## src/rtl/core/qttp_pkg.sv

```systemverilog
// Package with shared types, field widths and codes of the quality tail trim point unit.
package qttp_pkg;

  // Default depth of the recent-score ring.
  localparam int unsigned RunDepthDef = 256;

  // Longest read whose position is still counted; the position holds beyond it.
  localparam int unsigned MaxReadLen = 65535;
  localparam int unsigned ReadCap    = (MaxReadLen < 65535) ? MaxReadLen : 65535;

  // Field widths.
  localparam int unsigned OpW    = 2;
  localparam int unsigned SymW   = 8;
  localparam int unsigned ScoreW = 8;
  localparam int unsigned ThrW   = 9;
  localparam int unsigned PosW   = 16;
  localparam int unsigned SumW   = 16;

  // Request opcodes.
  localparam logic [OpW-1:0] OpWrite  = 2'd0;
  localparam logic [OpW-1:0] OpSymbol = 2'd1;
  localparam logic [OpW-1:0] OpEmpty  = 2'd2;

  // Configuration register indexes and reset values.
  localparam int unsigned     CfgIdxW       = 2;
  localparam logic [CfgIdxW-1:0] RegThreshold  = 2'd0;
  localparam logic [CfgIdxW-1:0] RegSuccessive = 2'd1;
  localparam logic [ThrW-1:0] ThrReset      = 9'd1;

  // Depth of the result queue at the output.
  localparam int unsigned ResQDepth = 4;

  // One input request.
  typedef struct packed {
    logic [OpW-1:0]    opcode;
    logic [SymW-1:0]   symbol;
    logic [ScoreW-1:0] score;
    logic              last_symbol;
  } qttp_in_t;

  // One result, issued once per finished read.
  typedef struct packed {
    logic [PosW-1:0] trim_end;
    logic            threshold_hit;
  } qttp_out_t;

endpackage

```

## src/rtl/core/qttp_score_table.sv

```systemverilog
// Score table: 256-entry synchronous memory that maps a quality symbol to its score.
module qttp_score_table (
  input  logic                       clk_i,
  input  logic                       we_i,
  input  logic                       re_i,
  input  logic [qttp_pkg::SymW-1:0]   addr_i,
  input  logic [qttp_pkg::ScoreW-1:0] wdata_i,
  output logic [qttp_pkg::ScoreW-1:0] rdata_o
);
  import qttp_pkg::*;

  localparam int unsigned Depth = 1 << SymW;

  logic [ScoreW-1:0] mem_q [Depth];
  logic [ScoreW-1:0] rdata_q;

  // One write and one registered read per cycle; entries have no reset.
  always_ff @(posedge clk_i) begin
    if (we_i) begin
      mem_q[addr_i] <= wdata_i;
    end
    if (re_i) begin
      rdata_q <= mem_q[addr_i];
    end
  end

  assign rdata_o = rdata_q;

endmodule

```

## config.mk

```make
export PLATFORM = sky130hd
export DESIGN_NAME = qttp_score_table
export DESIGN_NICKNAME = d
export VERILOG_FILES = /design/src/rtl/core/qttp_pkg.sv /design/src/rtl/core/qttp_score_table.sv
export SDC_FILE = /design/constraint.sdc
export NUM_CORES = 2
export LEC_CHECK = 0
export ABC_AREA = 0
export CORE_UTILIZATION = 50
export CTS_CLUSTER_DIAMETER = 100
export DETAILED_ROUTE_END_ITERATION = 8
export DONT_BUFFER_PORTS = 1
export HOLD_SLACK_MARGIN = 0.02
export MAX_ROUTING_LAYER = met4
export SLEW_MARGIN = 0
export SYNTH_ARGS = -nofsm -noshare
export SYNTH_HDL_FRONTEND = slang
export SYNTH_SLANG_ARGS = --single-unit
```

## constraint.sdc

```tcl
create_clock -name clk_i -period 4.4 [get_ports clk_i]
set_clock_uncertainty 0.05 [all_clocks]
set_input_delay 0.66 -clock clk_i [delete_from_list [all_inputs] [get_ports clk_i]]
set_output_delay 0.66 -clock clk_i [all_outputs]
set_load 0.05 [all_outputs]
```

==> run_results.csv <==
group,metric,value,unit
outcome,status,"finished with violations",
outcome,failed_checks,"capacitance limit, slew limit",
grt,met1_usage,35.53,%
run,maxCapViolCount,1,
critical_path,slowest_stage,"o41ai_1",
pwr,switching_share,20.80,%
place,place_area,81690,um2
pwr,power,0.03960,W
cts,htree_levels,4,
final_layout,syn_to_final_growth,12.73,%
floorplan,coreArea,156000,um2
timing,rsz0062_at_grt,"false",
final_layout,utilization,56.77,%
cts,cts_num_sinks,2056,
floorplan,start_util,50.36,%
timing,hold_ws,90.67,ps
pwr,pwr-share-seq,54.7,%
final_layout,postLayoutCellArea,88570,um2
timing,post-route-period-util,93.98,%
final_layout,final_nets,3765,
final_layout,fillerInstances,11370,
place,gp_congestion,0.8155,
place,portBuffers,0,
final_layout,multi_input_area,15770,um2
floorplan,io_pins,27,
pwr,p_switching,0.008236,W
critical_path,critPathCaptureType,"flip-flop",
timing,slew_violations,343,
critical_path,critPathKind,"input port to flip-flop",
route,vias,37604,
cts,clk_pin_slew,60,ps
route,vias_per_cell,6.302,
synthesis,syn_area,78570,um2
critical_path,critPathMaxFanout,518,
cts,cts_root_buf,"clkbuf_16",
cts,cts_resized,0,
pwr,irDropWorstVdd,0.0004251,V
floorplan,rows,145,
timing,fmax,241.8,MHz
grt,grt_max_degree,519,
pwr,p_comb_share,4.0,%
route,drc,0,
grt,first_global_vias,38833,
place,hpwl,101900,um
timing,finalHoldViolations,0,
grt,use_met3,4.208,%
timing,finalSetupTns,0,ps
grt,antenna_found_initial,5,
grt,grt_pass1_wl,278000,um
critical_path,arrival,4660,ps
synthesis,synth_cells,3547,
cts,numCtsBuffers,203,
grt,grt_usage,25.44,%
cts,cts_tree,"yes",
pwr,cellLeakagePower,27.01,nW
grt,grt_remaining_overflow,0,
cts,clockBufferDepth,3,
pwr,internal_power,0.03136,W
route,firstDrtPassIters,5,
critical_path,required,4920,ps
critical_path,critical_path.top_delay_family,"compound AO/OA/AOI/OAI gates",
final_layout,drive_above_1_share,25.47,%
pwr,clock_power_share,41.3,%
route,post_drt_wl_per_cell,32.24,um
grt,grt-busiest-layer,"met2",
synthesis,ys_ff_latch,2056,
min_path,hold_class,"input port to flip-flop",
cts,post-cts-setup-buffers,0,
route,drtAntennaViolNets,0,
synthesis,ys_types,21,
critical_path,max_stage_delay,1250,ps
synthesis,syn-num-nets,3566,
floorplan,die-area,158700,um2
synthesis,ys_seq_area_share,78.58,%
timing,slew_headroom,-69.36,%
cts,clk_latency,860,ps
critical_path,start_kind,"input port",
synthesis,avgSynthCellArea,22.15,um2
floorplan,die_width,398.4,um
synthesis,yosys_warnings,0,
timing,tightest_slew,2540,ps
final_layout,regArea,61740,um2
critical_path,critPathBufInv,1,
route,drtIter0Drc,4490,
grt,use_met2,39.90,%
floorplan,fp.dieH,398.4,um
timing,setup_violations,0,
pwr,power.density,447.1,nW/um2
route,routed_wl,192400,um
critical_path,worstPathCellList,"mux4_2 -> a22oi_1 -> a21oi_1 -> o41ai_1 -> buf_4 -> nand4_1",
timing,fin_crit,4135,ps
layout by cell type (no fill, tap or decap), drive strengths merged:
cell type / netlist / final
or2: 2 / 2
diode: 0 / 2
nor3: 30 / 30
bufinv: 0 / 10
o41ai: 32 / 32
and2: 3 / 3
dlygate4sd3: 0 / 2
edfxtp: 2056 / 2056
nand3: 13 / 13
clkinv: 0 / 99
mux4: 512 / 512
clkinvlp: 0 / 2
a22oi: 256 / 256
inv: 1 / 4
nand2: 28 / 28
clkbuf: 145 / 252
nand4: 8 / 8
a21oi: 128 / 128
or3: 1 / 1
buf: 87 / 224
nand2b: 6 / 6
nor2b: 7 / 7
nor2: 232 / 232
cell usage after synthesis, drive strengths merged:
library cell	number	area share, %
edfxtp	2056	79
mux4	512	15
a22oi	256	2.4
nor2	232	1.1
clkbuf	145	0.69
a21oi	128	0.82
buf	87	0.70
o41ai	32	0.36
nor3	30	0.19
nand2	28	0.13
nand3	13	0.083
nand4	8	0.064
nor2b	7	0.056
nand2b	6	0.048
and2	3	0.024
or2	2	0.016
inv	1	0.0048
or3	1	0.0080
cell families (layout without fill, tap and decap cells):
logic type	Yosys count	in the layout	share of synthesized area, %
multiplexers	512	512	14.68
flip-flops	2056	2056	78.58
other	0	2	0
AND/OR/NAND/NOR	330	330	1.731
buffers and inverters	233	593	1.400
AO/OA/AOI/OAI	416	416	3.618
metrics by stage:
stage / instances / setup slack (ps)
global route: 5966 / 1032
CTS: 5965 / 1253
global placement: 5573 / 355.3
floorplan: 3547 / 1471
finish: 5967 / 265.0
detailed placement: 5574 / 339.6
power groups by stage:
stage	registers (W)	logic, W	clock network, W
after floorplan	0.0221	0.000959	0
after global placement	0.0221	0.00112	0
after detailed placement	0.0221	0.00112	0
after CTS	0.0216	0.00154	0.0166
after global routing	0.0216	0.00161	0.0173
final	0.0217	0.00159	0.0164
flip-flops by register name, indices dropped and copies added (netlist names):
register  flops
rdata_o       8
mem_q      2048
layout make-up:
| cell class | count | share of cell area [%] |
|---|---|---|
| clock buffers | 252 | 5.943 |
| multi-input cells | 1258 | 17.81 |
| diodes | 2 | 0.005650 |
| flip-flops and latches | 2056 | 69.70 |
| repair buffers | 226 | 2.489 |
| inverters | 1 | 0.004238 |
| clock inverters | 114 | 1.139 |
| well taps | 2058 | 2.907 |
per-layer routing:
layer	vias up	routed length, um	part of all wire (%)
met5	-	0	0
met3	256	15010	7.8
met2	1634	95300	50
met4	0	3465	1.8
li1	15485	-	-
met1	20229	78620	41
worst paths after layout:
check,startpoint,to,slack (ps),depth (start not counted)
max,addr_i[1],rdata_o[5],270,6
min reg2reg,mem_q[177][4],rdata_o[4],1030,5
max reg2reg,mem_q[199][5],rdata_o[5],1090,6
min,wdata_i[3],mem_q[148][3],90,1
what timing repair did:
item | CTS | global route
endpoints found under the hold margin | 1134 | 0
hold buffers | 25 | 0
setup endpoints to repair | 0 | 0
(Power assumes the default switching activity.)
