File: src/rtl/core/qttp_pkg.sv
// Package with shared types, field widths and codes of the quality tail trim point unit.
package qttp_pkg;

  // Default depth of the recent-score ring.
  localparam int unsigned RunDepthDef = 256;

  // Longest read whose position is still counted; the position holds beyond it.
  localparam int unsigned MaxReadLen = 65535;
  localparam int unsigned ReadCap    = (MaxReadLen < 65535) ? MaxReadLen : 65535;

  // Field widths.
  localparam int unsigned OpW    = 2;
  localparam int unsigned SymW   = 8;
  localparam int unsigned ScoreW = 8;
  localparam int unsigned ThrW   = 9;
  localparam int unsigned PosW   = 16;
  localparam int unsigned SumW   = 16;

  // Request opcodes.
  localparam logic [OpW-1:0] OpWrite  = 2'd0;
  localparam logic [OpW-1:0] OpSymbol = 2'd1;
  localparam logic [OpW-1:0] OpEmpty  = 2'd2;

  // Configuration register indexes and reset values.
  localparam int unsigned     CfgIdxW       = 2;
  localparam logic [CfgIdxW-1:0] RegThreshold  = 2'd0;
  localparam logic [CfgIdxW-1:0] RegSuccessive = 2'd1;
  localparam logic [ThrW-1:0] ThrReset      = 9'd1;

  // Depth of the result queue at the output.
  localparam int unsigned ResQDepth = 4;

  // One input request.
  typedef struct packed {
    logic [OpW-1:0]    opcode;
    logic [SymW-1:0]   symbol;
    logic [ScoreW-1:0] score;
    logic              last_symbol;
  } qttp_in_t;

  // One result, issued once per finished read.
  typedef struct packed {
    logic [PosW-1:0] trim_end;
    logic            threshold_hit;
  } qttp_out_t;

endpackage

File: src/rtl/core/qttp_res_queue.sv
// Result queue: a small register queue between the trim core and the output channel.
module qttp_res_queue (
  input  logic                clk_i,
  input  logic                rst_ni,
  input  logic                push_i,
  input  qttp_pkg::qttp_out_t  data_i,
  output logic                out_valid_o,
  input  logic                out_ready_i,
  output qttp_pkg::qttp_out_t  out_o,
  output logic                room_o
);
  import qttp_pkg::*;

  localparam int unsigned IdxW = $clog2(ResQDepth);
  localparam int unsigned CntW = $clog2(ResQDepth + 1);

  qttp_out_t       mem_q [ResQDepth];
  logic [IdxW-1:0] wr_ptr_q;
  logic [IdxW-1:0] rd_ptr_q;
  logic [CntW-1:0] cnt_q;
  logic            pop;

  assign out_valid_o = (cnt_q != '0);
  assign out_o       = mem_q[rd_ptr_q];
  assign pop         = out_valid_o && out_ready_i;

  // A new request may enter only if the result in flight and its own still fit.
  assign room_o = cnt_q < CntW'(ResQDepth - 1);

  always_ff @(posedge clk_i) begin
    if (push_i) begin
      mem_q[wr_ptr_q] <= data_i;
    end
  end

  always_ff @(posedge clk_i or negedge rst_ni) begin
    if (!rst_ni) begin
      wr_ptr_q <= '0;
      rd_ptr_q <= '0;
      cnt_q    <= '0;
    end else begin
      if (push_i) begin
        wr_ptr_q <= wr_ptr_q + IdxW'(1);
      end
      if (pop) begin
        rd_ptr_q <= rd_ptr_q + IdxW'(1);
      end
      if (push_i && !pop) begin
        cnt_q <= cnt_q + CntW'(1);
      end else if (pop && !push_i) begin
        cnt_q <= cnt_q - CntW'(1);
      end
    end
  end

  // The input credit check must keep the queue from overflowing.
  assert property (@(posedge clk_i) disable iff (!rst_ni)
                   !(push_i && !pop && (cnt_q == CntW'(ResQDepth))))
    else $error("result queue overflow");

  assert property (@(posedge clk_i) disable iff (!rst_ni) cnt_q <= CntW'(ResQDepth))
    else $error("result queue count out of range");

endmodule

File: config.mk
export PLATFORM = sky130hd
export DESIGN_NAME = qttp_res_queue
export DESIGN_NICKNAME = d
export VERILOG_FILES = /design/src/rtl/core/qttp_pkg.sv /design/src/rtl/core/qttp_res_queue.sv
export SDC_FILE = /design/constraint.sdc
export NUM_CORES = 1
export LEC_CHECK = 0
export BUFFER_PORTS_ARGS = -buffer_cell sky130_fd_sc_hd__buf_2
export CORE_MARGIN = 3
export CORE_UTILIZATION = 55
export DETAILED_ROUTE_END_ITERATION = 8
export PLACE_DENSITY = 0.77
export SYNTH_ARGS = -nofsm -noshare
export SYNTH_HDL_FRONTEND = slang
export SYNTH_SLANG_ARGS = --single-unit
File: constraint.sdc
create_clock -name clk_i -period 2.2 [get_ports clk_i]
set_input_delay 0.22 -clock clk_i [delete_from_list [all_inputs] [get_ports clk_i]]
set_output_delay 0.22 -clock clk_i [all_outputs]
set_load 0.02 [all_outputs]
==> results of run 1 <==
-- power by group through the flow --
| stage | logic [µW] | registers [µW] | clock network (µW) |
|---|---|---|---|
| 6_report | 1520 | 2030 | 830 |
| 5_1_grt | 1620 | 2060 | 910 |
| 4_1_cts | 1530 | 2030 | 848 |
| 3_5_place_dp | 1520 | 2060 | 0 |
| 3_3_place_gp | 1480 | 2020 | 0 |
| 2_1_floorplan | 1100 | 1990 | 0 |
-- routing by layer --
layer	wire length (µm)	GRT usage	vias up
li1	-	-	620
met1	1976	0.2005	695
met2	2587	0.2997	41
met3	212	0.06193	8
met4	88	0.08392	0
met5	0	0	-
-- registers in the layout, indices dropped and copies added, names as in the netlist --
name,count
mem_q,68
cnt_q,3
rd_ptr_q,2
wr_ptr_q,2
-- through the flow --
stage | worst slack [ns] | utilization
5_1_grt | 0.01984 | 0.6899
4_1_cts | 0.009404 | 0.6876
2_1_floorplan | 0.09470 | -
3_5_place_dp | 0.02230 | 0.6548
3_3_place_gp | 0.2009 | 0.6548
6_report | 0.09187 | 0.6899
-- cell usage after synthesis, types with 2 or more instances --
cell type | count | area [µm²]
edfxtp_1 | 68 | 2042
mux4_1 | 9 | 236.5
mux4_2 | 8 | 180.2
dfrtp_1 | 7 | 175.2
ha_1 | 5 | 62.56
and2_1 | 4 | 25.02
inv_1 | 3 | 11.26
xnor2_1 | 3 | 26.28
xor2_1 | 3 | 26.28
buf_2 | 2 | 10.01
nand2_1 | 2 | 7.510
-- critical path, stage by stage, from the launching register on --
cell     delay (ns)
dfrtp_2        0.44
or3_4          0.42
nand2_2        0.10
ha_2           0.20
inv_1          0.06
fa_1           0.37
xor2_1         0.16
nor2_1         0.13
xor2_1         0.15
-- worst paths after layout --
| kind | cells after the start | end | start | slack [ns] |
|---|---|---|---|---|
| min reg2reg | 1 | cnt_q[2] | cnt_q[2] | 0.51 |
| max in group asynchronous | 2 | cnt_q[0] | rst_ni | 1.78 |
| min | 1 | mem_q[2][11] | data_i[11] | 0.10 |
| min in group asynchronous | 2 | cnt_q[1] | rst_ni | 0.25 |
| max reg2reg | 8 | cnt_q[2] | cnt_q[0] | 0.09 |
| max | 8 | cnt_q[2] | cnt_q[0] | 0.09 |
-- cell type report --
class | count | share of cell area
Multi-Input combinational cell | 41 | 0.1861
Timing Repair Buffer | 50 | 0.08641
Clock inverter | 5 | 0.005908
Tap cell | 67 | 0.02474
Clock buffer | 11 | 0.03877
Sequential cell | 75 | 0.6547
Inverter | 3 | 0.003323
-- cells by family after synthesis --
logic type	share of synthesized area
AND/OR/NAND/NOR	0.01645
AO/OA/AOI/OAI	0.003460
buffers and inverters	0.01818
multiplexers	0.1481
flip-flops	0.7671
adder cells (fa/ha/maj)	0.02857
XOR/XNOR	0.01819
-- what timing repair did --
item                       CTS  global route
setup endpoints to repair    0             1
hold endpoints to repair     7             0
gates resized for setup      0             4
hold buffers                 1             0
==> results.toml, run 1 <==
[power_and_ir_drop]
p_total_uw = 4379
power_switching_uw = 1419
power_density_nw_per_um2 = 1293
pwr-share-clk = 0.189
ir_drop_v = 0.0007687
comb_power_share = 0.347
seqPwrFrac = 0.464
p_sw_frac = 0.3239
p_int_uw = 2961
p_leak_uw = 0.001250

[sta]
timing.hold.ws_ns = 0.1019
rsz0062_at_grt = "false"
fin_skew_ns = 0.008238
final-hold-violation-count = 0
period_needed_ns = 2.108
tightest_slew_ns = 0.3214
setup_tns_ns = 0
finalCritPeriodShare = 0.9582
relSlewSlack = 0.7857
fmax_ghz = 0.4744
finalSetupViolations = 0
drv_slew = 0

[clock_tree]
clock-sinks = 75
htreeDepth = 3
numCtsBuffers = 9
root_buffer = "clkbuf_8"
clock_latency_ns = 0.33
cts_tree = "yes"
postCtsSetupRepairBufs = 0
path_clk_slew_ns = 0.07
clk_path_buf_depth = 2

[drt]
drt_iter0_markers = 66
first_pass_iters = 4
vias = 1364
post_drt_wl_per_cell_um = 19.30
wl_mm = 4.863
viasPerCell = 5.413
drc = 0
postRouteAntennaNets = 0

[logic_synthesis]
synth-edff-count = 68
synth_area_um2 = 2890
synth_area_per_cell_um2 = 23.50
synth.distinct_cells = 20
synthFlopType = "edfxtp_1"
yosys_warnings = 0
synth_fp_nets = 150
async_reset_ff_frac = 0.09333
synth-seq-area-share = 0.7671
ys_seq_elements = 75
synth_cells = 123

[outcome]
status = "finished, final reports clean"

[grt]
grt-ovfl-total = 0
grt_usage = 0.1767
grt_pass1_vias = 1455
antenna_found_initial = 0
grt_start_max_net_pins = 18
grt_pass1_wl_mm = 7.527

[layout]
area_growth_pct = 17.23
final_common_cell = "edfxtp_1"
final_area_um2 = 3388
final_nets = 207
regArea_um2 = 2218
fillers = 338
antenna_cells = 0
multi_input_comb_area_um2 = 630.6
drive_gt1_frac = 0.3892
fin_cells = 252
layout_common_cells = "edfxtp_1 (68), buf_2 (39), mux4_1 (9), clkbuf_8 (9), buf_4 (9)"

[placement]
place_congestion = 0.6443
place.port_buffers = 39
place_area_um2 = 3216
dp_hpwl_mm = 3.296
dp.cells = 235

[die]
dieHeight_um = 78.49
start_util = 0.5885
die-area_um2 = 6161
fp.dieW_um = 78.49
ios = 40
core_um2 = 4911
rows = 25

[worst_setup_path]
worstPathArrival_ns = 2.36
cp-end-kind = "flop"
start_kind = "flop"
required_ns = 2.45
path_max_fanout = 4
crit_type = "reg2reg"

[worst_hold_path]
hold_class = "in2reg"

[job]
max_cap_viol_count = 0
Note: power is estimated with default switching activity, not from simulation.
==> inputs of run 2 (changes only) <==
==> constraint.sdc (replaced) <==
create_clock -name clk_i -period 2.5 [get_ports clk_i]
set_input_delay 0.25 -clock clk_i [delete_from_list [all_inputs] [get_ports clk_i]]
set_output_delay 0.25 -clock clk_i [all_outputs]
set_load 0.02 [all_outputs]
==> results.toml, run 2 (synthesized netlist as in run 1, its figures left out) <==
[drt]
drt_iter0_markers = 68
drc = 0
postRouteAntennaNets = 0
vias = 1342
post_drt_wl_per_cell_um = 19.03
first_pass_iters = 4
viasPerCell = 5.411
wl_mm = 4.720

[layout]
final_common_cell = "edfxtp_1"
top_regs = "mem_q x68, cnt_q x3"
antenna_cells = 0
layout_common_cells = "edfxtp_1 (68), buf_2 (39), mux4_1 (9), clkbuf_8 (9), mux4_2 (8)"
regMostFlops = "mem_q"
drive_gt1_frac = 0.3702
area_growth_pct = 18.10
final_area_um2 = 3413
final_nets = 203
fin_cells = 248
largest_reg_flops = 68

[worst_hold_path]
hold_class = "in2reg"
whs_path_depth = 1

[worst_setup_path]
path_common_cell = "xor2_1"
slowest_delay_ns = 0.44
ff2ff_path_depth = 8
cp-end-kind = "flop"
start_kind = "flop"
required_ns = 2.75
worstPathArrival_ns = 2.41
crit_type = "reg2reg"
path_cells = "or3_1, nand2_1, ha_1, inv_1, fa_1, xor2_1, nor2_1, xor2_1"
cpMaxStageDelayCell = "dfrtp_1"
path_max_fanout = 4

[power_and_ir_drop]
p_leak_uw = 0.001264
ir_drop_v = 0.0009563
power_density_nw_per_um2 = 1205

[job]
max_cap_viol_count = 0

[grt]
antenna_found_initial = 0
grt_usage = 0.1764
grt_pass1_wl_mm = 7.721
grt-ovfl-total = 0
grt_pass1_vias = 1445
grt_start_max_net_pins = 18

[die]
dieHeight_um = 78.49
die-area_um2 = 6161
fp.dieW_um = 78.49
ios = 40
rows = 25
start_util = 0.5885
core_um2 = 4911

[placement]
place.port_buffers = 39
dp.cells = 231
place_area_um2 = 3173
place_congestion = 0.6408
dp_hpwl_mm = 3.076

[sta]
finalSetupViolations = 0
tightest_slew_ns = 0.4704
setup_tns_ns = 0
final-hold-violation-count = 0
finalCritPeriodShare = 0.8623
period_needed_ns = 2.156
drv_slew = 0
timing.hold.ws_ns = 0.1296
relSlewSlack = 0.6864
rsz0062_at_grt = "false"
fin_skew_ns = 0.006180
fmax_ghz = 0.4639

[outcome]
status = "finished, final reports clean"

[clock_tree]
clock-sinks = 75
path_clk_slew_ns = 0.07
cts_tree = "yes"
htreeDepth = 3
clk_path_buf_depth = 2
clock_latency_ns = 0.33
numCtsBuffers = 9
postCtsSetupRepairBufs = 0
root_buffer = "clkbuf_8"
[run 2: cell count changes in the layout (fill, tap and decap cells not counted), sizes merged]
| cell | delta |
|---|---|
| buf | -4 |
| clkinv | -1 |
| clkbuf | -2 |
| bufinv | +3 |
[run 2: worst paths after layout]
check / start / to / slack, ns
hold / removal: data_i[6] / mem_q[1][6] / 0.13
setup reg to reg: cnt_q[0] / cnt_q[2] / 0.34
max in group asynchronous: rst_ni / cnt_q[1] / 2.04
hold reg to reg: rd_ptr_q[0] / rd_ptr_q[0] / 0.51
min in group asynchronous: rst_ni / cnt_q[0] / 0.29
setup / recovery: cnt_q[0] / cnt_q[2] / 0.34
[run 2: metrics by stage]
step                utilization  setup slack [ns]  total power (µW)
finish                   0.6950            0.3441              4115
global route             0.6950            0.2151              4309
CTS                      0.6950            0.3336              4153
detailed placement       0.6461            0.3596              3101
global placement         0.6461            0.5033              3030
floorplan                     -            0.3947              2719
[run 2: area by class of cell]
cell class              instances  area, µm²
multi-input cells              41      620.6
fillers                       319       1498
well taps                      67      83.83
clock buffers                   9      123.9
repair buffers                 46      250.2
clock inverters                 7      106.4
inverters                       3      11.26
flip-flops and latches         75       2217
[run 2: worst max-delay path: cells and delay by family (launching register included)]
kind	cells	cell delay, ns
flip-flops	1	0.44
buffers and inverters	1	0.07
XOR/XNOR	2	0.32
adder cells (fa/ha/maj)	2	0.56
AND/OR/NAND/NOR	3	0.69
[run 2: report_power, final]
group / internal, µW / switching [µW] / total (µW)
Combinational: 550 / 729 / 1280
Sequential: 1660 / 121 / 1780
Clock: 651 / 405 / 1060
Total: 2860 / 1250 / 4110
[run 2: what timing repair did]
item | in CTS | in global routing
gates resized for setup | 0 | 0
hold endpoints to repair | 7 | 0
hold buffers | 1 | 0
[run 2: routing by layer]
metal  global-route usage  wire length [µm]  up-vias
li1                     -                 -      612
met5                    0                 0        -
met1               0.2247              2023      685
met4              0.08741                94        0
met2               0.2877              2402       37
met3              0.04014               201        8
