### src/rtl/core/qttp_pkg.sv
// Package with shared types, field widths and codes of the quality tail trim point unit.
package qttp_pkg;

  // Default depth of the recent-score ring.
  localparam int unsigned RunDepthDef = 256;

  // Longest read whose position is still counted; the position holds beyond it.
  localparam int unsigned MaxReadLen = 65535;
  localparam int unsigned ReadCap    = (MaxReadLen < 65535) ? MaxReadLen : 65535;

  // Field widths.
  localparam int unsigned OpW    = 2;
  localparam int unsigned SymW   = 8;
  localparam int unsigned ScoreW = 8;
  localparam int unsigned ThrW   = 9;
  localparam int unsigned PosW   = 16;
  localparam int unsigned SumW   = 16;

  // Request opcodes.
  localparam logic [OpW-1:0] OpWrite  = 2'd0;
  localparam logic [OpW-1:0] OpSymbol = 2'd1;
  localparam logic [OpW-1:0] OpEmpty  = 2'd2;

  // Configuration register indexes and reset values.
  localparam int unsigned     CfgIdxW       = 2;
  localparam logic [CfgIdxW-1:0] RegThreshold  = 2'd0;
  localparam logic [CfgIdxW-1:0] RegSuccessive = 2'd1;
  localparam logic [ThrW-1:0] ThrReset      = 9'd1;

  // Depth of the result queue at the output.
  localparam int unsigned ResQDepth = 4;

  // One input request.
  typedef struct packed {
    logic [OpW-1:0]    opcode;
    logic [SymW-1:0]   symbol;
    logic [ScoreW-1:0] score;
    logic              last_symbol;
  } qttp_in_t;

  // One result, issued once per finished read.
  typedef struct packed {
    logic [PosW-1:0] trim_end;
    logic            threshold_hit;
  } qttp_out_t;

endpackage

### src/rtl/core/qttp_trim_core.sv
// Trim core: recent-score ring memory, read pointer, and the sum and compare stage.
module qttp_trim_core #(
  parameter int unsigned RUN_DEPTH = qttp_pkg::RunDepthDef
) (
  input  logic                       clk_i,
  input  logic                       rst_ni,
  input  logic                       accept_i,
  input  qttp_pkg::qttp_in_t          req_i,
  input  logic [qttp_pkg::ThrW-1:0]   threshold_i,
  input  logic                       successive_i,
  input  logic [qttp_pkg::ScoreW-1:0] score_i,
  output logic                       res_valid_o,
  output qttp_pkg::qttp_out_t         res_o
);
  import qttp_pkg::*;

  localparam int unsigned PtrW = (RUN_DEPTH > 1) ? $clog2(RUN_DEPTH) : 1;
  localparam int unsigned CntW = $clog2(RUN_DEPTH + 1);
  localparam int unsigned CmpW = (CntW > ThrW) ? CntW : ThrW;
  localparam int unsigned CutW = PosW + 1;

  // Ring memory and its registered read port.
  logic [ScoreW-1:0] ring_mem_q [RUN_DEPTH];
  logic [ScoreW-1:0] ring_rdata_q;
  logic              ring_re;
  logic              ring_we;

  // Ring pointer and fill count; slots at or above the fill count read as zero.
  logic [PtrW-1:0] ptr_q, ptr_d;
  logic [CntW-1:0] fill_q, fill_d;

  // Second stage registers.
  logic            s1_valid_q;
  logic [OpW-1:0]  s1_op_q;
  logic            s1_last_q;
  logic [PtrW-1:0] s1_slot_q;
  logic            fwd_q;
  logic [ScoreW-1:0] fwd_data_q;

  // Per-read state.
  logic [SumW-1:0] sum_q, sum_d;
  logic [PosW-1:0] pos_q, pos_d;
  logic            stopped_q, stopped_d;
  logic [PosW-1:0] cut_q, cut_d;

  logic [CmpW-1:0] thr_ext;
  logic [CntW-1:0] win;
  logic [PtrW-1:0] eff_slot;
  logic [CntW-1:0] next_cnt;
  logic [PtrW-1:0] adv_slot;
  logic            fwd_d;

  logic [ScoreW-1:0] old_score;
  logic [ScoreW-1:0] sub_score;
  logic [SumW:0]     add_sum;
  logic [SumW:0]     diff_sum;
  logic [SumW-1:0]   new_sum;
  logic              hit;
  logic [CutW-1:0]   pos_plus;
  logic [CutW-1:0]   win_ext;
  logic [CutW-1:0]   win_cut;
  logic [PosW-1:0]   cut_val;
  logic [PosW-1:0]   pos_inc;
  logic [CntW-1:0]   slot_next;
  logic              take;

  // Window length is the threshold clamped into one to the ring depth.
  assign thr_ext = CmpW'(threshold_i);
  always_comb begin
    if (thr_ext == '0) begin
      win = CntW'(1);
    end else if (thr_ext > CmpW'(RUN_DEPTH)) begin
      win = CntW'(RUN_DEPTH);
    end else begin
      win = CntW'(thr_ext);
    end
  end

  // First stage: pick the ring slot and advance the pointer on the assumption
  // that the symbol does not stop the read. After a stop the pointer no longer
  // matters until the read ends and it restarts at slot zero.
  assign eff_slot = (CntW'(ptr_q) >= win) ? '0 : ptr_q;
  assign next_cnt = CntW'(eff_slot) + CntW'(1);
  assign adv_slot = (next_cnt >= win) ? '0 : next_cnt[PtrW-1:0];
  assign ring_re  = accept_i && (req_i.opcode == OpSymbol) && successive_i;

  always_comb begin
    ptr_d = ptr_q;
    if (accept_i) begin
      case (req_i.opcode)
        OpEmpty: begin
          ptr_d = '0;
        end
        OpSymbol: begin
          if (req_i.last_symbol) begin
            ptr_d = '0;
          end else if (successive_i) begin
            ptr_d = adv_slot;
          end
        end
        default: begin
          ptr_d = ptr_q;
        end
      endcase
    end
  end

  // A slot written by the second stage in the same cycle it is read is forwarded.
  assign fwd_d = ring_re && ring_we && (s1_slot_q == eff_slot);

  always_ff @(posedge clk_i) begin
    if (ring_we) begin
      ring_mem_q[s1_slot_q] <= score_i;
    end
    if (ring_re) begin
      ring_rdata_q <= ring_mem_q[eff_slot];
    end
  end

  always_ff @(posedge clk_i) begin
    if (accept_i) begin
      s1_op_q    <= req_i.opcode;
      s1_last_q  <= req_i.last_symbol;
      s1_slot_q  <= eff_slot;
      fwd_data_q <= score_i;
    end
  end

  // Second stage: score of the leaving slot, new sum and threshold compare.
  assign old_score = fwd_q ? fwd_data_q :
                     ((CntW'(s1_slot_q) < fill_q) ? ring_rdata_q : '0);
  assign sub_score = successive_i ? old_score : '0;
  assign add_sum   = {1'b0, sum_q} + (SumW + 1)'(score_i);
  assign diff_sum  = (add_sum >= (SumW + 1)'(sub_score)) ?
                     add_sum - (SumW + 1)'(sub_score) : '0;
  assign new_sum   = diff_sum[SumW] ? '1 : diff_sum[SumW-1:0];
  assign hit       = new_sum >= SumW'(threshold_i);

  // Cut point: the symbol index, or where the window began, clamped at zero.
  assign pos_plus = {1'b0, pos_q} + CutW'(1);
  assign win_ext  = CutW'(win);
  assign win_cut  = (pos_plus >= win_ext) ? pos_plus - win_ext : '0;
  assign cut_val  = successive_i ? win_cut[PosW-1:0] : pos_q;

  assign pos_inc   = (pos_q < PosW'(ReadCap)) ? pos_q + PosW'(1) : pos_q;
  assign slot_next = CntW'(s1_slot_q) + CntW'(1);
  assign take      = s1_valid_q && (s1_op_q == OpSymbol) && !stopped_q;

  always_comb begin
    sum_d       = sum_q;
    pos_d       = pos_q;
    stopped_d   = stopped_q;
    cut_d       = cut_q;
    fill_d      = fill_q;
    ring_we     = 1'b0;
    res_valid_o = 1'b0;
    res_o       = '0;
    if (s1_valid_q) begin
      case (s1_op_q)
        OpEmpty: begin
          res_valid_o = 1'b1;
          sum_d       = '0;
          pos_d       = '0;
          stopped_d   = 1'b0;
          cut_d       = '0;
          fill_d      = '0;
        end
        OpSymbol: begin
          if (take) begin
            sum_d = new_sum;
            if (hit) begin
              stopped_d = 1'b1;
              cut_d     = cut_val;
            end else if (successive_i && !s1_last_q) begin
              // The ring is cleared at read end, so the last symbol needs no write.
              ring_we = 1'b1;
              if (slot_next > fill_q) begin
                fill_d = slot_next;
              end
            end
          end
          pos_d = pos_inc;
          if (s1_last_q) begin
            res_valid_o         = 1'b1;
            res_o.threshold_hit = stopped_d;
            res_o.trim_end      = stopped_d ? cut_d : pos_d;
            sum_d               = '0;
            pos_d               = '0;
            stopped_d           = 1'b0;
            cut_d               = '0;
            fill_d              = '0;
          end
        end
        default: begin
          sum_d = sum_q;
        end
      endcase
    end
  end

  always_ff @(posedge clk_i or negedge rst_ni) begin
    if (!rst_ni) begin
      ptr_q      <= '0;
      fill_q     <= '0;
      s1_valid_q <= 1'b0;
      fwd_q      <= 1'b0;
      sum_q      <= '0;
      pos_q      <= '0;
      stopped_q  <= 1'b0;
      cut_q      <= '0;
    end else begin
      ptr_q      <= ptr_d;
      fill_q     <= fill_d;
      s1_valid_q <= accept_i;
      fwd_q      <= fwd_d;
      sum_q      <= sum_d;
      pos_q      <= pos_d;
      stopped_q  <= stopped_d;
      cut_q      <= cut_d;
    end
  end

  // A stopped read must leave the ring untouched.
  assert property (@(posedge clk_i) disable iff (!rst_ni) stopped_q |-> !ring_we)
    else $error("ring written after the read stopped");

  // The fill count never runs past the ring depth.
  assert property (@(posedge clk_i) disable iff (!rst_ni) fill_q <= CntW'(RUN_DEPTH))
    else $error("ring fill count beyond ring depth");

  // An empty read always reports a zero cut without a hit.
  assert property (@(posedge clk_i) disable iff (!rst_ni)
                   (res_valid_o && (s1_op_q == OpEmpty)) |-> (res_o == '0))
    else $error("empty read gave a nonzero result");

endmodule

### config.mk
export PLATFORM = sky130hd
export DESIGN_NAME = qttp_trim_core
export DESIGN_NICKNAME = d
export VERILOG_FILES = /design/src/rtl/core/qttp_pkg.sv /design/src/rtl/core/qttp_trim_core.sv
export SDC_FILE = /design/constraint.sdc
export NUM_CORES = 2
export LEC_CHECK = 0
export BUFFER_PORTS_ARGS = -buffer_cell sky130_fd_sc_hd__buf_4
export CELL_PAD_IN_SITES_DETAIL_PLACEMENT = 0
export CELL_PAD_IN_SITES_GLOBAL_PLACEMENT = 1
export CORE_ASPECT_RATIO = 1.2
export CORE_UTILIZATION = 25
export DETAILED_ROUTE_END_ITERATION = 8
export HOLD_SLACK_MARGIN = 0.06
export PLACE_DENSITY_LB_ADDON = 0.1
export SYNTH_ARGS = -nofsm -noshare
export SYNTH_HDL_FRONTEND = slang
export SYNTH_SLANG_ARGS = --single-unit
### constraint.sdc
create_clock -name clk_i -period 6.95 [get_ports clk_i]
set_input_delay 0.695 -clock clk_i [delete_from_list [all_inputs] [get_ports clk_i]]
set_output_delay 0.695 -clock clk_i [all_outputs]
set_load 0.01 [all_outputs]
==> implementation parameters <==
Parameter                              Value

Placement
  Weighted congestion at the end of routability-driven global placement    0.8080
  Number of buffers inserted by port buffering    41
  Detailed placement HPWL    245800 µm
  Cell area reported after detailed placement    102400 µm²

Die
  Number of top-level pins    58
  Initial cell density of the core    25.09%
  Number of cell rows    240
  Die extent in y    656.6 µm
  Die outline width    547.5 µm
  Total core area    355800 µm²
  Die area    359500 µm²

Timing
  Final number of max-transition violations    5
  Setup repair after global routing missed its margin    true
  Worst setup skew after layout    0.06805 ns
  Final hold violation count    0
  Relative slew slack    -2.525%
  Transition time of the tightest slew-check pin    1.532 ns
  Hold_ws    0.2183 ns
  Crit path setup slack, layout    -1.207 ns
  Clock period minus worst slack    8.157 ns
  Setup-violating endpoint count in the final report    2074
  Part of the cycle the worst path needs    117.4%
  Peak clock frequency supported by timing    0.1226 GHz

Power and ir drop
  Pwr Density    272.6 nW/µm²
  Leakage power    0.03541 µW
  Worst supply voltage drop on vdd    0.0001955 V
  Overall power    30430 µW
  Net switching power figure    7728 µW
  Switching share of power    25.40%
  Int Pwr    22700 µW
  Part of the power in the clock network    40.5%
  Seq pwr share    46.8%
  Portion of total power attributed to combinational logic    12.6%

Clock tree
  Clock root buffer    sky130_fd_sc_hd__clkbuf_16
  Number of clock buffers inserted by TritonCTS    237
  Maximum buffer depth of the clock tree    4
  Clock latency on the worst-skew pair    0.92 ns
  CTS H-tree depth    4
  Clock transition at the registers of the reported paths    0.06 ns
  Number of sinks driven by the clock tree    2143
  CTS tree    yes

Worst setup path
  Register-to-register setup slack    -0.69 ns
  Startpoint of the lowest-slack register-to-register path    s1_slot_q[1]$_DFFE_PP_
  Data arrival at the endpoint of the critical path    7.46 ns
  Logic depth of the worst register-to-register path    41
  Critical R2R Capture    ring_mem_q[123][7]$_DFFE_PP_
  Maximum fanout encountered on the critical timing path    9
  Category of the most critical setup path    reg2out
  Worst path slowest cell    sky130_fd_sc_hd__edfxtp_1
  Critical Path End    res_o[11]
  Launch point of the critical path    s1_slot_q[1]$_DFFE_PP_
  Category of the worst setup path capture point    output pin
  Critical Path Most Common Cell    sky130_fd_sc_hd__o21a_1
  Maximum single-stage delay on the critical path    0.39 ns
  Kind of start point of the critical path    flip-flop
  Required time of the critical path    6.25 ns

Global route
  Pin count of the biggest net entering global routing    123
  Antenna violations before repair    28
  Total congestion overflow after global routing    0
  GRT Total Usage    20.60%
  Global-route wire length before repair    512500 µm
  Via count of the first global-routing pass    58.62k

Detailed routing
  Remaining antenna violation count    0
  Post-detailed-route DRC marker count    0
  Starting DRC count in detailed routing    5027
  Vias per cell    4.959
  Router iterations before antenna repair    6
  Post-DR wirelength/cell    32.71 µm
  DRT Wirelength    379200 µm
  Via total after detailed routing    57.49k

Run status
  Status    complete, but fails checks
  Violations in the final reports    max-capacitance violations, max-slew violations, negative setup slack

Final layout
  Number of fill cells    35.13k
  Post-layout net count    6797
  Footprint of the multi-input gates    25540 µm²
  Signed area change from the synthesized netlist to the final layout    25.05%
  Leading cell type in the layout, fill and taps excluded    sky130_fd_sc_hd__edfxtp_1
  Commonest cells after routing, fill and taps aside    2075 x sky130_fd_sc_hd__edfxtp_1, 594 x sky130_fd_sc_hd__buf_4, 315 x sky130_fd_sc_hd__a21oi_1, 315 x sky130_fd_sc_hd__nor2_1, 300 x sky130_fd_sc_hd__nand2_1
  Share of layout cells above drive strength 1    24.81%
  Footprint of the flip-flops and latches    64030 µm²
  Fraction of the core area covered by cells at the end of the flow    31.37%
  Design Area, Final    111600 µm²

Worst hold path
  Worst Hold Class    in2reg
  Worst hold path cell count    2

Logic synthesis
  Count of warnings emitted by yosys    0
  Proportion of synthesized chip area in sequential cells    71.71%
  Number of synthesized register bits    2143
  Mean instance size in the synthesized netlist    14.89 µm²
  Fraction of registers with async set/reset    3.173%
  Nets in the synthesized netlist    6114
  Syn Inst Count    5995
  Count of flip-flops with a built-in enable after synthesis    2075
  Netlist area before placement    89270 µm²
  Number of unique standard cell types used by synthesis    86
  Most used flip-flop cell after synthesis    sky130_fd_sc_hd__edfxtp_1

Job
  Maximum Capacitance Violations    2
-- logic make-up (layout without fill, tap and decap cells) --
| group | Yosys count | after routing | synth area share (%) |
|---|---|---|---|
| flip-flops | 2143 | 2143 | 71.71 |
| other | 0 | 9 | 0 |
| buffers and inverters | 456 | 1325 | 1.940 |
| adder cells (fa/ha/maj) | 79 | 79 | 1.132 |
| multiplexers | 494 | 494 | 7.050 |
| AND/OR/NAND/NOR | 1301 | 1301 | 6.575 |
| AO/OA/AOI/OAI | 1460 | 1460 | 10.99 |
| XOR/XNOR | 62 | 62 | 0.6083 |
-- critical path: cells and delay by family (launching register included) --
family          cells  cell delay (ns)
compound gates     14             2.48
flops               1             0.39
xor+xnor            1             0.24
simple gates       14             1.88
fa+ha+maj           3             0.75
buf+inv             6             0.78
-- power groups by stage --
stage,sequential [µW],combinational (µW),clock (µW)
6_report,14200,3840,12300
5_1_grt,14200,4120,13100
4_1_cts,14200,3750,12600
3_5_place_dp,14500,3580,0
3_3_place_gp,14500,3620,0
2_1_floorplan,14500,1760,0
-- synthesized netlist by cell type (all sizes together), types with 27 or more instances --
cell type	instances	area, µm²
edfxtp	2075	62310
nor2	520	1954
nand2	335	1257
a21oi	321	1610
o21ai	303	1516
clkbuf	296	1111
mux2i	289	2893
o22ai	148	925.9
nor3	118	600.6
mux2	108	1216
buf	100	395.4
mux4	97	2185
nand3	95	475.5
o221ai	84	735.7
a211oi	80	605.6
ha	76	950.9
o211ai	75	563.0
dfrtp	68	1702
inv	58	217.7
xnor2	48	420.4
nor2b	42	262.8
a31oi	41	256.5
nand2b	40	250.2
nor4	34	261.5
a21o	33	247.7
a22oi	31	232.7
a221oi	29	254.0
and3	28	175.2
a2111oi	27	244.0
o21a	27	202.7
-- cell type report --
cell class / instances / share of cell area [%]
flip-flops and latches: 2143 / 57.36
multi-input cells: 3396 / 22.88
repair buffers: 840 / 7.685
clock buffers: 290 / 5.528
well taps: 4719 / 5.289
clock inverters: 135 / 1.024
inverters: 60 / 0.2174
diodes: 9 / 0.02018
-- routing by layer --
layer	global-route usage [%]	share of wire [%]	up-vias
met5	0	0.0055	-
met4	6.136	3.3	4
met3	2.327	4.2	448
met2	36.54	51	1486
met1	26.15	42	30370
li1	-	-	25190
-- worst min-delay path by stage --
stage                     startpoint                          end  slack [ns]
2_1_floorplan                 rst_ni         cut_q[0]$_DFFE_PN0P_        0.40
3_3_place_gp   fill_q[7]$_DFFE_PN0P_        fill_q[7]$_DFFE_PN0P_        0.48
3_5_place_dp   fill_q[7]$_DFFE_PN0P_        fill_q[7]$_DFFE_PN0P_        0.48
4_1_cts                   score_i[2]  ring_mem_q[40][2]$_DFFE_PP_        0.18
5_1_grt                   score_i[2]  ring_mem_q[40][2]$_DFFE_PP_        0.20
6_report                  score_i[2]  ring_mem_q[40][2]$_DFFE_PP_        0.22
-- stage by stage --
step | std cells | setup WS (ns) | setup TNS [ns]
5_1_grt | 11590 | -1.654 | -1915.15
4_1_cts | 11570 | -1.211 | -767.67
2_1_floorplan | 5995 | -0.06454 | -22.87
3_3_place_gp | 11110 | -0.8276 | -1322.04
3_5_place_dp | 11110 | -0.6980 | -1045.72
6_report | 11590 | -1.207 | -1044.59
-- sequential cells by signal, indices dropped and copies added (netlist names) --
name / cells
cut_q: 16
fill_q: 9
fwd_data_q: 8
fwd_q: 1
pos_q: 16
ptr_q: 8
ring_mem_q: 2048
ring_rdata_q: 8
s1_last_q: 1
s1_op_q: 2
s1_slot_q: 8
s1_valid_q: 1
stopped_q: 1
sum_q: 16
-- timing repair --
item                                    in CTS  in global routing
pin swaps                                   26                 36
endpoints found under the setup margin    2077               2083
hold buffers                                 6                  0
endpoints found under the hold margin       74                  0
gates cloned                                 5                  5
gates resized for setup                     78                229
buffers inserted                            23                  7
Note: power is estimated with default switching activity, not from simulation.
